<file path="src/hw/rtl/lfu_cache_table_top_macros.svh">
// ----------------------------------------------------------------------------
// LFU cache table assertion macros
// Shared concurrent assertion forms, clocked on clk and disabled in reset.
// ----------------------------------------------------------------------------
`ifndef LFU_CACHE_TABLE_TOP_MACROS_SVH
`define LFU_CACHE_TABLE_TOP_MACROS_SVH

// The consequent holds in the same cycle as the antecedent.
`define LFU_ASSERT_SAME(lbl, ante, cons, msg) \
	lbl: assert property (@(posedge clk) disable iff (!arst_n) (ante) |-> (cons)) \
		else $error(msg);

// The consequent holds in the cycle after the antecedent.
`define LFU_ASSERT_NEXT(lbl, ante, cons, msg) \
	lbl: assert property (@(posedge clk) disable iff (!arst_n) (ante) |=> (cons)) \
		else $error(msg);

`endif

</file>
<file path="src/hw/rtl/lfuc_pkg.sv">
// ----------------------------------------------------------------------------
// LFU cache table package
// Sizes, types and codes shared by the slot store, scan unit and top level.
// ----------------------------------------------------------------------------
package lfuc_pkg;

	localparam int ENTRIES    = 16;
	localparam int KEY_BITS   = 32;
	localparam int VALUE_BITS = 32;
	localparam int COUNT_BITS = 16;
	localparam int FIELD_BITS = 32;
	localparam int CAP_BITS   = 5;
	localparam int IDX_BITS   = (ENTRIES > 1) ? $clog2(ENTRIES) : 1;
	localparam int HELD_BITS  = $clog2(ENTRIES + 1);
	localparam int CMP_BITS   = (CAP_BITS > HELD_BITS) ? CAP_BITS : HELD_BITS;

	typedef logic [IDX_BITS-1:0]   idx_t;
	typedef logic [IDX_BITS-1:0]   rank_t;
	typedef logic [KEY_BITS-1:0]   key_t;
	typedef logic [VALUE_BITS-1:0] value_t;
	typedef logic [COUNT_BITS-1:0] count_t;
	typedef logic [HELD_BITS-1:0]  held_t;
	typedef logic [CAP_BITS-1:0]   cap_t;
	typedef logic [CMP_BITS-1:0]   cmp_t;
	typedef logic [FIELD_BITS-1:0] field_t;

	localparam count_t COUNT_MAX   = '1;
	localparam count_t COUNT_FIRST = count_t'(1);
	localparam idx_t   LAST_IDX    = idx_t'(ENTRIES - 1);
	localparam cap_t   CAP_RESET   = cap_t'(16);
	localparam cmp_t   CAP_LIMIT   = cmp_t'(ENTRIES);

	typedef enum logic {
		KIND_GET = 1'b0,
		KIND_PUT = 1'b1
	} kind_t;

	typedef enum logic [1:0] {
		ST_IDLE,
		ST_SCAN,
		ST_APPLY
	} state_t;

	// One slot as seen through the store's read port.
	typedef struct packed {
		logic   valid;
		key_t   key;
		value_t value;
		count_t count;
		rank_t  rank;
	} slot_view_t;

	// What a full scan found.
	typedef struct packed {
		logic   match;
		idx_t   match_idx;
		value_t match_value;
		count_t match_count;
		rank_t  match_rank;
		logic   vic_ok;
		idx_t   vic_idx;
		key_t   vic_key;
		rank_t  vic_rank;
		logic   free_ok;
		idx_t   free_idx;
	} scan_res_t;

	// Changes applied to the store together, in the same cycle.
	typedef struct packed {
		logic   touch;
		idx_t   touch_idx;
		rank_t  touch_rank;
		count_t touch_count;
		logic   set_val;
		logic   drop;
		idx_t   drop_idx;
		rank_t  drop_rank;
		logic   ins;
		idx_t   ins_idx;
		key_t   key;
		value_t value;
	} slot_upd_t;

	// One result item.
	typedef struct packed {
		logic   hit;
		field_t read_value;
		logic   evicted;
		field_t evicted_key;
	} result_t;

endpackage

</file>
<file path="src/hw/rtl/lfuc_slots.sv">
// ----------------------------------------------------------------------------
// LFU cache slot store
// Slot arrays with one indexed read port and a per-slot update of ranks.
// ----------------------------------------------------------------------------
`include "lfu_cache_table_top_macros.svh"

module lfuc_slots (
	input  logic                clk,
	input  logic                arst_n,
	input  lfuc_pkg::idx_t      rd_idx,
	output lfuc_pkg::slot_view_t view,
	input  lfuc_pkg::slot_upd_t upd,
	output lfuc_pkg::held_t     held
);

	logic [lfuc_pkg::ENTRIES-1:0] valid_q;
	lfuc_pkg::key_t   key_q   [lfuc_pkg::ENTRIES];
	lfuc_pkg::value_t value_q [lfuc_pkg::ENTRIES];
	lfuc_pkg::count_t count_q [lfuc_pkg::ENTRIES];
	lfuc_pkg::rank_t  rank_q  [lfuc_pkg::ENTRIES];
	lfuc_pkg::held_t  held_q;

	// Read port used by the scan.
	always_comb begin
		view.valid = valid_q[rd_idx];
		view.key   = key_q[rd_idx];
		view.value = value_q[rd_idx];
		view.count = count_q[rd_idx];
		view.rank  = rank_q[rd_idx];
	end

	assign held = held_q;

	// Valid bits: a drop clears, an insert sets; an insert may reuse the dropped slot.
	always_ff @(posedge clk or negedge arst_n) begin
		if (!arst_n) begin
			valid_q <= '0;
		end else begin
			for (int i = 0; i < lfuc_pkg::ENTRIES; i++) begin
				if (upd.ins && lfuc_pkg::idx_t'(i) == upd.ins_idx) begin
					valid_q[i] <= 1'b1;
				end else if (upd.drop && lfuc_pkg::idx_t'(i) == upd.drop_idx) begin
					valid_q[i] <= 1'b0;
				end
			end
		end
	end

	// Number of slots held.
	always_ff @(posedge clk or negedge arst_n) begin
		if (!arst_n) begin
			held_q <= '0;
		end else begin
			case ({upd.drop, upd.ins})
				2'b10: held_q <= held_q - 1'b1;
				2'b01: held_q <= held_q + 1'b1;
				default: held_q <= held_q;
			endcase
		end
	end

	// Slot payload and recency ranks.
	always_ff @(posedge clk) begin
		for (int i = 0; i < lfuc_pkg::ENTRIES; i++) begin
			if (upd.touch) begin
				if (lfuc_pkg::idx_t'(i) == upd.touch_idx) begin
					rank_q[i]  <= '0;
					count_q[i] <= upd.touch_count;
					if (upd.set_val) begin
						value_q[i] <= upd.value;
					end
				end else if (valid_q[i] && rank_q[i] < upd.touch_rank) begin
					rank_q[i] <= rank_q[i] + 1'b1;
				end
			end
			if (upd.ins) begin
				if (lfuc_pkg::idx_t'(i) == upd.ins_idx) begin
					rank_q[i]  <= '0;
					count_q[i] <= lfuc_pkg::COUNT_FIRST;
					key_q[i]   <= upd.key;
					value_q[i] <= upd.value;
				end else if (valid_q[i] &&
					!(upd.drop && lfuc_pkg::idx_t'(i) == upd.drop_idx)) begin
					// Other valid entries age by one, unless they ranked older than the dropped one.
					if (!(upd.drop && rank_q[i] > upd.drop_rank)) begin
						rank_q[i] <= rank_q[i] + 1'b1;
					end
				end
			end
		end
	end

	`LFU_ASSERT_SAME(a_held_matches_valid, 1'b1, $countones(valid_q) == held_q,
		"held count differs from the number of valid slots")
	`LFU_ASSERT_SAME(a_no_insert_when_full, upd.ins && !upd.drop,
		held_q < lfuc_pkg::held_t'(lfuc_pkg::ENTRIES), "insert into a full store")

endmodule

</file>
<file path="src/hw/rtl/lfuc_scan.sv">
// ----------------------------------------------------------------------------
// LFU cache scan unit
// Looks at one slot per cycle while step is high: key match, victim choice and first free slot.
// ----------------------------------------------------------------------------
module lfuc_scan (
	input  logic                 clk,
	input  logic                 arst_n,
	input  logic                 clear,
	input  logic                 step,
	input  lfuc_pkg::key_t       find_key,
	input  lfuc_pkg::idx_t       view_idx,
	input  lfuc_pkg::slot_view_t view,
	output lfuc_pkg::scan_res_t  res
);

	logic             match_q;
	lfuc_pkg::idx_t   match_idx_q;
	lfuc_pkg::value_t match_value_q;
	lfuc_pkg::count_t match_count_q;
	lfuc_pkg::rank_t  match_rank_q;
	logic             vic_ok_q;
	lfuc_pkg::idx_t   vic_idx_q;
	lfuc_pkg::key_t   vic_key_q;
	lfuc_pkg::count_t vic_count_q;
	lfuc_pkg::rank_t  vic_rank_q;
	logic             free_ok_q;
	lfuc_pkg::idx_t   free_idx_q;

	logic hit_now;
	logic vic_better;
	logic free_now;

	// Shared compare step for the slot under the index.
	always_comb begin
		hit_now    = view.valid && view.key == find_key;
		vic_better = view.valid && (!vic_ok_q || view.count < vic_count_q ||
			(view.count == vic_count_q && view.rank > vic_rank_q));
		free_now   = !view.valid && !free_ok_q;
	end

	// Found flags.
	always_ff @(posedge clk or negedge arst_n) begin
		if (!arst_n) begin
			match_q   <= 1'b0;
			vic_ok_q  <= 1'b0;
			free_ok_q <= 1'b0;
		end else if (clear) begin
			match_q   <= 1'b0;
			vic_ok_q  <= 1'b0;
			free_ok_q <= 1'b0;
		end else if (step) begin
			if (hit_now) begin
				match_q <= 1'b1;
			end
			if (vic_better) begin
				vic_ok_q <= 1'b1;
			end
			if (free_now) begin
				free_ok_q <= 1'b1;
			end
		end
	end

	// Captured slot data.
	always_ff @(posedge clk) begin
		if (step && !clear) begin
			if (hit_now) begin
				match_idx_q   <= view_idx;
				match_value_q <= view.value;
				match_count_q <= view.count;
				match_rank_q  <= view.rank;
			end
			if (vic_better) begin
				vic_idx_q   <= view_idx;
				vic_key_q   <= view.key;
				vic_count_q <= view.count;
				vic_rank_q  <= view.rank;
			end
			if (free_now) begin
				free_idx_q <= view_idx;
			end
		end
	end

	always_comb begin
		res.match       = match_q;
		res.match_idx   = match_idx_q;
		res.match_value = match_value_q;
		res.match_count = match_count_q;
		res.match_rank  = match_rank_q;
		res.vic_ok      = vic_ok_q;
		res.vic_idx     = vic_idx_q;
		res.vic_key     = vic_key_q;
		res.vic_rank    = vic_rank_q;
		res.free_ok     = free_ok_q;
		res.free_idx    = free_idx_q;
	end

endmodule

</file>
<file path="src/hw/rtl/lfu_cache_table_top.sv">
// ----------------------------------------------------------------------------
// LFU cache table top level
// A get/put item arrives on the s_ channel; one result item leaves on m_.
// Each item is checked against all slots, one slot per cycle, by a single
// compare unit. On a get hit the entry's count rises and it becomes most
// recent; with a nonzero capacity a put updates or inserts, evicting the
// least used, least recent entry when the configured capacity is reached.
// The scan visits every slot in turn; the apply state then writes the store
// update and loads the result into the output register. The sequencer then
// returns to idle, and only then can the next item be taken.
// s_tready is high only while the sequencer is idle. If the receiver stalls,
// the result waits in the output register; a new item can still be taken,
// and it holds in its apply cycle until that register is free.
// cfg_wr_en writes the capacity; write it only while no item is in flight.
// Reset empties the cache and sets the capacity to sixteen entries.
// ----------------------------------------------------------------------------
`include "lfu_cache_table_top_macros.svh"

module lfu_cache_table_top (
	input  logic        clk,
	input  logic        arst_n,
	input  logic        s_tvalid,
	output logic        s_tready,
	input  logic [63:0] s_tdata,     // lookup_key[31:0], write_value[63:32]
	input  logic [0:0]  s_tuser,     // kind[0]
	output logic        m_tvalid,
	input  logic        m_tready,
	output logic [63:0] m_tdata,     // read_value[31:0], evicted_key[63:32]
	output logic [1:0]  m_tuser,     // hit[0], evicted[1]
	input  logic        cfg_wr_en,
	input  logic [4:0]  cfg_wr_data  // capacity_in_use
);

	lfuc_pkg::state_t     state_q;
	lfuc_pkg::state_t     state_d;
	lfuc_pkg::idx_t       scan_idx_q;
	lfuc_pkg::cap_t       cfg_cap_q;
	lfuc_pkg::cmp_t       cap_q;
	lfuc_pkg::kind_t      kind_q;
	lfuc_pkg::key_t       key_q;
	lfuc_pkg::value_t     value_q;
	lfuc_pkg::result_t    out_q;
	lfuc_pkg::result_t    result;
	logic                 out_valid_q;
	logic                 clear;
	logic                 step;
	logic                 apply_fire;
	lfuc_pkg::slot_view_t view;
	lfuc_pkg::scan_res_t  res;
	lfuc_pkg::slot_upd_t  upd;
	lfuc_pkg::held_t      held;
	lfuc_pkg::cmp_t       cap_in;
	logic                 is_put;
	logic                 cap_on;
	logic                 evict;

	// Capacity register.
	always_ff @(posedge clk or negedge arst_n) begin
		if (!arst_n) begin
			cfg_cap_q <= lfuc_pkg::CAP_RESET;
		end else if (cfg_wr_en) begin
			cfg_cap_q <= cfg_wr_data;
		end
	end

	// Capacity above the slot count acts as the slot count.
	always_comb begin
		cap_in = lfuc_pkg::cmp_t'(cfg_cap_q);
		if (cap_in > lfuc_pkg::CAP_LIMIT) begin
			cap_in = lfuc_pkg::CAP_LIMIT;
		end
	end

	// Sequencer state register.
	always_ff @(posedge clk or negedge arst_n) begin
		if (!arst_n) begin
			state_q <= lfuc_pkg::ST_IDLE;
		end else begin
			state_q <= state_d;
		end
	end

	// Sequencer next state and strobes.
	always_comb begin
		state_d    = state_q;
		s_tready   = 1'b0;
		clear      = 1'b0;
		step       = 1'b0;
		apply_fire = 1'b0;
		case (state_q)
			lfuc_pkg::ST_IDLE: begin
				s_tready = 1'b1;
				if (s_tvalid) begin
					clear   = 1'b1;
					state_d = lfuc_pkg::ST_SCAN;
				end
			end
			lfuc_pkg::ST_SCAN: begin
				step = 1'b1;
				if (scan_idx_q == lfuc_pkg::LAST_IDX) begin
					state_d = lfuc_pkg::ST_APPLY;
				end
			end
			lfuc_pkg::ST_APPLY: begin
				if (!out_valid_q || m_tready) begin
					apply_fire = 1'b1;
					state_d    = lfuc_pkg::ST_IDLE;
				end
			end
			default: begin
				state_d = lfuc_pkg::ST_IDLE;
			end
		endcase
	end

	// Scan index.
	always_ff @(posedge clk or negedge arst_n) begin
		if (!arst_n) begin
			scan_idx_q <= '0;
		end else if (clear) begin
			scan_idx_q <= '0;
		end else if (step) begin
			scan_idx_q <= scan_idx_q + 1'b1;
		end
	end

	// Item capture.
	always_ff @(posedge clk) begin
		if (clear) begin
			kind_q  <= lfuc_pkg::kind_t'(s_tuser[0]);
			key_q   <= lfuc_pkg::key_t'(s_tdata[31:0]);
			value_q <= lfuc_pkg::value_t'(s_tdata[63:32]);
			cap_q   <= cap_in;
		end
	end

	lfuc_slots u_slots (
		.clk    (clk),
		.arst_n (arst_n),
		.rd_idx (scan_idx_q),
		.view   (view),
		.upd    (upd),
		.held   (held)
	);

	lfuc_scan u_scan (
		.clk      (clk),
		.arst_n   (arst_n),
		.clear    (clear),
		.step     (step),
		.find_key (key_q),
		.view_idx (scan_idx_q),
		.view     (view),
		.res      (res)
	);

	// Store update and result from the finished scan.
	always_comb begin
		is_put = kind_q == lfuc_pkg::KIND_PUT;
		cap_on = cap_q != '0;
		evict  = is_put && cap_on && !res.match && res.vic_ok &&
			lfuc_pkg::cmp_t'(held) >= cap_q;

		upd.touch       = apply_fire && res.match && (!is_put || cap_on);
		upd.touch_idx   = res.match_idx;
		upd.touch_rank  = res.match_rank;
		upd.touch_count = (res.match_count == lfuc_pkg::COUNT_MAX) ?
			res.match_count : res.match_count + 1'b1;
		upd.set_val     = res.match && is_put && cap_on;
		upd.drop        = apply_fire && evict;
		upd.drop_idx    = res.vic_idx;
		upd.drop_rank   = res.vic_rank;
		upd.ins         = apply_fire && is_put && cap_on && !res.match &&
			(evict || res.free_ok);
		// Lowest free slot once the victim is gone.
		if (evict && !(res.free_ok && res.free_idx < res.vic_idx)) begin
			upd.ins_idx = res.vic_idx;
		end else begin
			upd.ins_idx = res.free_idx;
		end
		upd.key   = key_q;
		upd.value = value_q;

		result.hit         = res.match;
		result.read_value  = (!is_put && res.match) ?
			lfuc_pkg::field_t'(res.match_value) : '0;
		result.evicted     = evict;
		result.evicted_key = evict ? lfuc_pkg::field_t'(res.vic_key) : '0;
	end

	// Output register.
	always_ff @(posedge clk or negedge arst_n) begin
		if (!arst_n) begin
			out_valid_q <= 1'b0;
		end else if (apply_fire) begin
			out_valid_q <= 1'b1;
		end else if (m_tready) begin
			out_valid_q <= 1'b0;
		end
	end

	always_ff @(posedge clk) begin
		if (apply_fire) begin
			out_q <= result;
		end
	end

	assign m_tvalid = out_valid_q;
	assign m_tdata  = {out_q.evicted_key, out_q.read_value};
	assign m_tuser  = {out_q.evicted, out_q.hit};

	`LFU_ASSERT_NEXT(a_accept_starts_scan, s_tvalid && s_tready,
		state_q == lfuc_pkg::ST_SCAN && scan_idx_q == '0, "accepted item did not start a scan")
	`LFU_ASSERT_SAME(a_evict_only_on_miss, out_valid_q && out_q.evicted, !out_q.hit,
		"eviction reported on a hit")
	`LFU_ASSERT_SAME(a_apply_after_full_scan, apply_fire,
		scan_idx_q == '0 && state_q == lfuc_pkg::ST_APPLY, "update applied before the scan ended")

endmodule
</file>
<file path="config.mk">
export PLATFORM = sky130hd
export DESIGN_NAME = lfu_cache_table_top
export DESIGN_NICKNAME = d
export VERILOG_FILES = /design/src/hw/rtl/lfuc_pkg.sv /design/src/hw/rtl/lfuc_slots.sv /design/src/hw/rtl/lfuc_scan.sv /design/src/hw/rtl/lfu_cache_table_top.sv
export VERILOG_INCLUDE_DIRS = /design/src /design/src/hw/rtl
export SDC_FILE = /design/constraint.sdc
export NUM_CORES = 2
export LEC_CHECK = 0
export ABC_AREA = 1
export BUFFER_PORTS_ARGS = -buffer_cell sky130_fd_sc_hd__buf_2
export CAP_MARGIN = 15
export CORE_AREA = 2 2 386 388
export DETAILED_ROUTE_END_ITERATION = 7
export DIE_AREA = 0 0 388 390
export HOLD_SLACK_MARGIN = 0.08
export PLACE_DENSITY = 0.67
export SYNTH_ARGS = -nofsm -noshare
export SYNTH_HDL_FRONTEND = slang
export SYNTH_SLANG_ARGS = --single-unit
</file>
<file path="constraint.sdc">
create_clock -name clk -period 5.5 [get_ports clk]
set_input_delay 1.1 -clock clk [delete_from_list [all_inputs] [get_ports clk]]
set_output_delay 1.1 -clock clk [all_outputs]
set_load 0.01 [all_outputs]
</file>
==> out/metrics.cfg <==
[critical_path]
reg2reg_slack_ps=1040
required_ps=5990
startpoint=scan_idx_q[0]$_DFFE_PN0P_
critical_path_class=reg2reg
reg2reg_from=scan_idx_q[0]$_DFFE_PN0P_
critPathMaxFanout=135
end_kind=flip-flop
timing.rr.end=u_scan.vic_idx_q[0]$_DFFE_PP_
cp-start-kind=flip-flop
reg2regPathDepth=13
arrival_ps=4950

[synthesis]
syn_area_sq_mm=0.07158
synth_top_area_share_pct=66.29
yosys-top-cells-area=edfxtp_1 66%, nand2_1 6.6%, nor2_1 4.4%, o21ai_0 4.4%, inv_1 3.5%
synth_most_common_cell=edfxtp_1
avgSynthCellArea_sq_um=11.09
synth_nets=6691
synth.largest_area_cell=edfxtp_1
synthCells=6453
synth_common_cells=1580 x edfxtp_1, 1260 x nand2_1, 846 x nor2_1, 669 x inv_1, 625 x o21ai_0
yosys_warnings=0
ys_seq_elements=1632
synthFlopType=edfxtp_1
async_reset_ff_share_pct=2.206
seq_area_frac_synth_pct=67.99
synth-edff-count=1580
synth.distinct_cells=59

[power]
p_clk_share_pct=29.2
p_leak_nw=30.85
pwr_density_cell_mw_per_mm2=469.8
combPwrFrac_pct=30.6
p_int_mw=24.01
pwr-share-seq_pct=40.2
ir_worst_vdd_v=0.0003984
switching_share_pct=35.92
switchingPower_mw=13.46

[status]
status=complete, no violations

[finish]
area_growth_pct=11.41
nets=6766
fin_cells=8591
drive_above_1_share_pct=8.574
fillCellCount=12364

[timing]
tightest_slew_ps=1196
fmax_ghz=0.2241
setup_viol=0
fin_crit_sh_pct=81.12
hold_ws_ps=422.5
fin_setup_tns_ps=0
slew_viol_final=0
rsz0062_at_grt=false
finalClockSkew_ps=31.52
post-route-min-period_ps=4462
max-slew-margin-rel_pct=20.27
hold_violations=0

[route]
vias=48560
viasPerCell=5.652
first_iter_violations=5896
ant_nets=0
remaining_drc_errors=0
routed_wl_microns=192800
firstDrtPassIters=6
wl_per_cell_microns=22.44

[floorplanning]
row_count=141
fp.dieW_microns=388
io_pins=143
die_h_microns=390
dieArea_sq_mm=0.1513
core_area_sq_mm=0.1471
initial_utilization_pct=48.65

[cts]
clk_pin_slew_ps=70
clockBufferDepth=3
cts_resized=0
clk_latency_ps=810
post_cts_buffers=0
clockRootBuffer=clkbuf_16
cts_num_sinks=1632
h-tree-depth=4
hold_buffers=0
tritoncts=built
cts_made_buffers=165

[place]
dpl.hpwl_microns=111400
portBuffers=142
gp_congestion=0.9117
dp_cells=8291

[global_routing]
grt-ovfl-total=0
grt_pass1_wl_microns=288800
grt.total_usage_pct=25.20
grt_max_degree=155
grt_pass1_vias=46577
grt_antenna_before_repair=3

[hold_path]
hp-class=in2async

[run]
drv_cap=0

[per-layer routing]
metal / wire length (microns) / GRT usage [%] / vias to the layer above
met1: 80480 / 35.33 / 23713
met2: 90560 / 40.41 / 2194
met5: 10 / 0 / -
li1: - / - / 22317
met4: 5841 / 8.560 / 2
met3: 15910 / 3.768 / 334
[worst max-delay path: stages, from the launching register on]
cell and delay (ps):
dfrtp_4 640, inv_8 600, o21ai_0 160, o221ai_1 440, nand3_1 280, nand3_1 280
ha_1 190, nand4_1 110, nor3_1 310, a31oi_1 150, nand2_1 90, nand2_1 70
inv_2 300, buf_4 320
[layout by cell type, fill, tap and decap left out, drive strengths merged, types with 2 or more instances in the layout]
cell      instances
a21boi           19
a21o              2
a21oi           124
a31oi             5
a32o             14
and2             15
buf             249
bufinv           12
clkbuf          218
clkinv           61
clkinvlp          2
dfrtp            35
dfxtp            16
edfxtp         1580
ha              162
inv             692
nand2          1264
nand3           344
nand3b            5
nand4            18
nor2            860
nor3             10
nor4             15
o211ai           30
o21a              2
o21ai           642
o21bai            2
o221ai           86
o22ai           121
or2               4
xnor2            19
xor2             24
[cell families (layout without fill, tap and decap cells)]
family / Yosys count / in the layout / synth area share (%)
AND/OR/NAND/NOR: 2536 / 2536 / 14.43
flip-flops: 1632 / 1632 / 67.99
AO/OA/AOI/OAI: 1052 / 1052 / 8.399
adder cells (fa/ha/maj): 163 / 163 / 2.860
XOR/XNOR: 43 / 43 / 0.5471
buffers and inverters: 1027 / 1234 / 5.769
other: 0 / 1 / 0
[power groups by stage]
stage,Combinational [mW],Sequential (mW),Clock (mW)
6_report,11.5,15.0,10.9
5_1_grt,12.6,15.1,11.5
4_1_cts,11.4,15.0,11.0
3_5_place_dp,11.3,15.3,0
3_3_place_gp,11.1,15.3,0
2_1_floorplan,7.62,15.0,0
[sequential cells by signal, indices dropped and copies added (netlist names), 4 cells and up]
name                  flops
u_scan.free_idx_q         4
u_scan.match_value_q     32
u_slots.count_q         256
cfg_cap_q                 5
scan_idx_q                4
m_tdata                  64
u_scan.match_rank_q       4
key_q                    32
u_scan.vic_idx_q          4
u_slots.rank_q           64
value_q                  32
u_scan.match_count_q     16
u_slots.value_q         512
u_scan.vic_count_q       16
u_scan.match_idx_q        4
u_scan.vic_rank_q         4
u_slots.held              5
u_scan.vic_key_q         32
u_slots.valid_q          16
cap_q                     5
u_slots.key_q           512
[cell type report]
cell class                      count  area (sq um)  share of cell area, %
Clock inverter                     81         755.7                 0.9477
Antenna cell                        1         2.502               0.003138
Clock buffer                      218          4433                  5.559
Multi-Input combinational cell   3794         18990                  23.81
Tap cell                         1930          2415                  3.028
Inverter                          686          2608                  3.270
Timing Repair Buffer              249          1864                  2.338
Sequential cell                  1632         48680                  61.04
[through the flow]
step                worst slack (ps)  power, mW  util, %  area (sq um)
CTS                             1091      37.47    54.20         79740
detailed placement              1001      26.63    50.67         74550
global route                   732.8      39.23    54.20         79740
floorplan                      82.66      22.64        -         71630
global placement                1028      26.38    50.67         74550
finish                          1038      37.47    54.20         79740
[worst max path at each step]
stage	to	slack [ps]	depth (start not counted)
floorplan	u_slots.value_q[9][0]$_DFFE_PP_	80	9
global placement	u_slots.key_q[15][3]$_DFFE_PP_	1030	9
detailed placement	u_slots.key_q[15][13]$_DFFE_PP_	1000	9
CTS	u_scan.match_value_q[3]$_DFFE_PP_	1090	14
global route	u_scan.vic_count_q[9]$_DFFE_PP_	730	14
finish	u_scan.vic_idx_q[0]$_DFFE_PP_	1040	13
No activity file was read; power rests on OpenSTA's default activity.
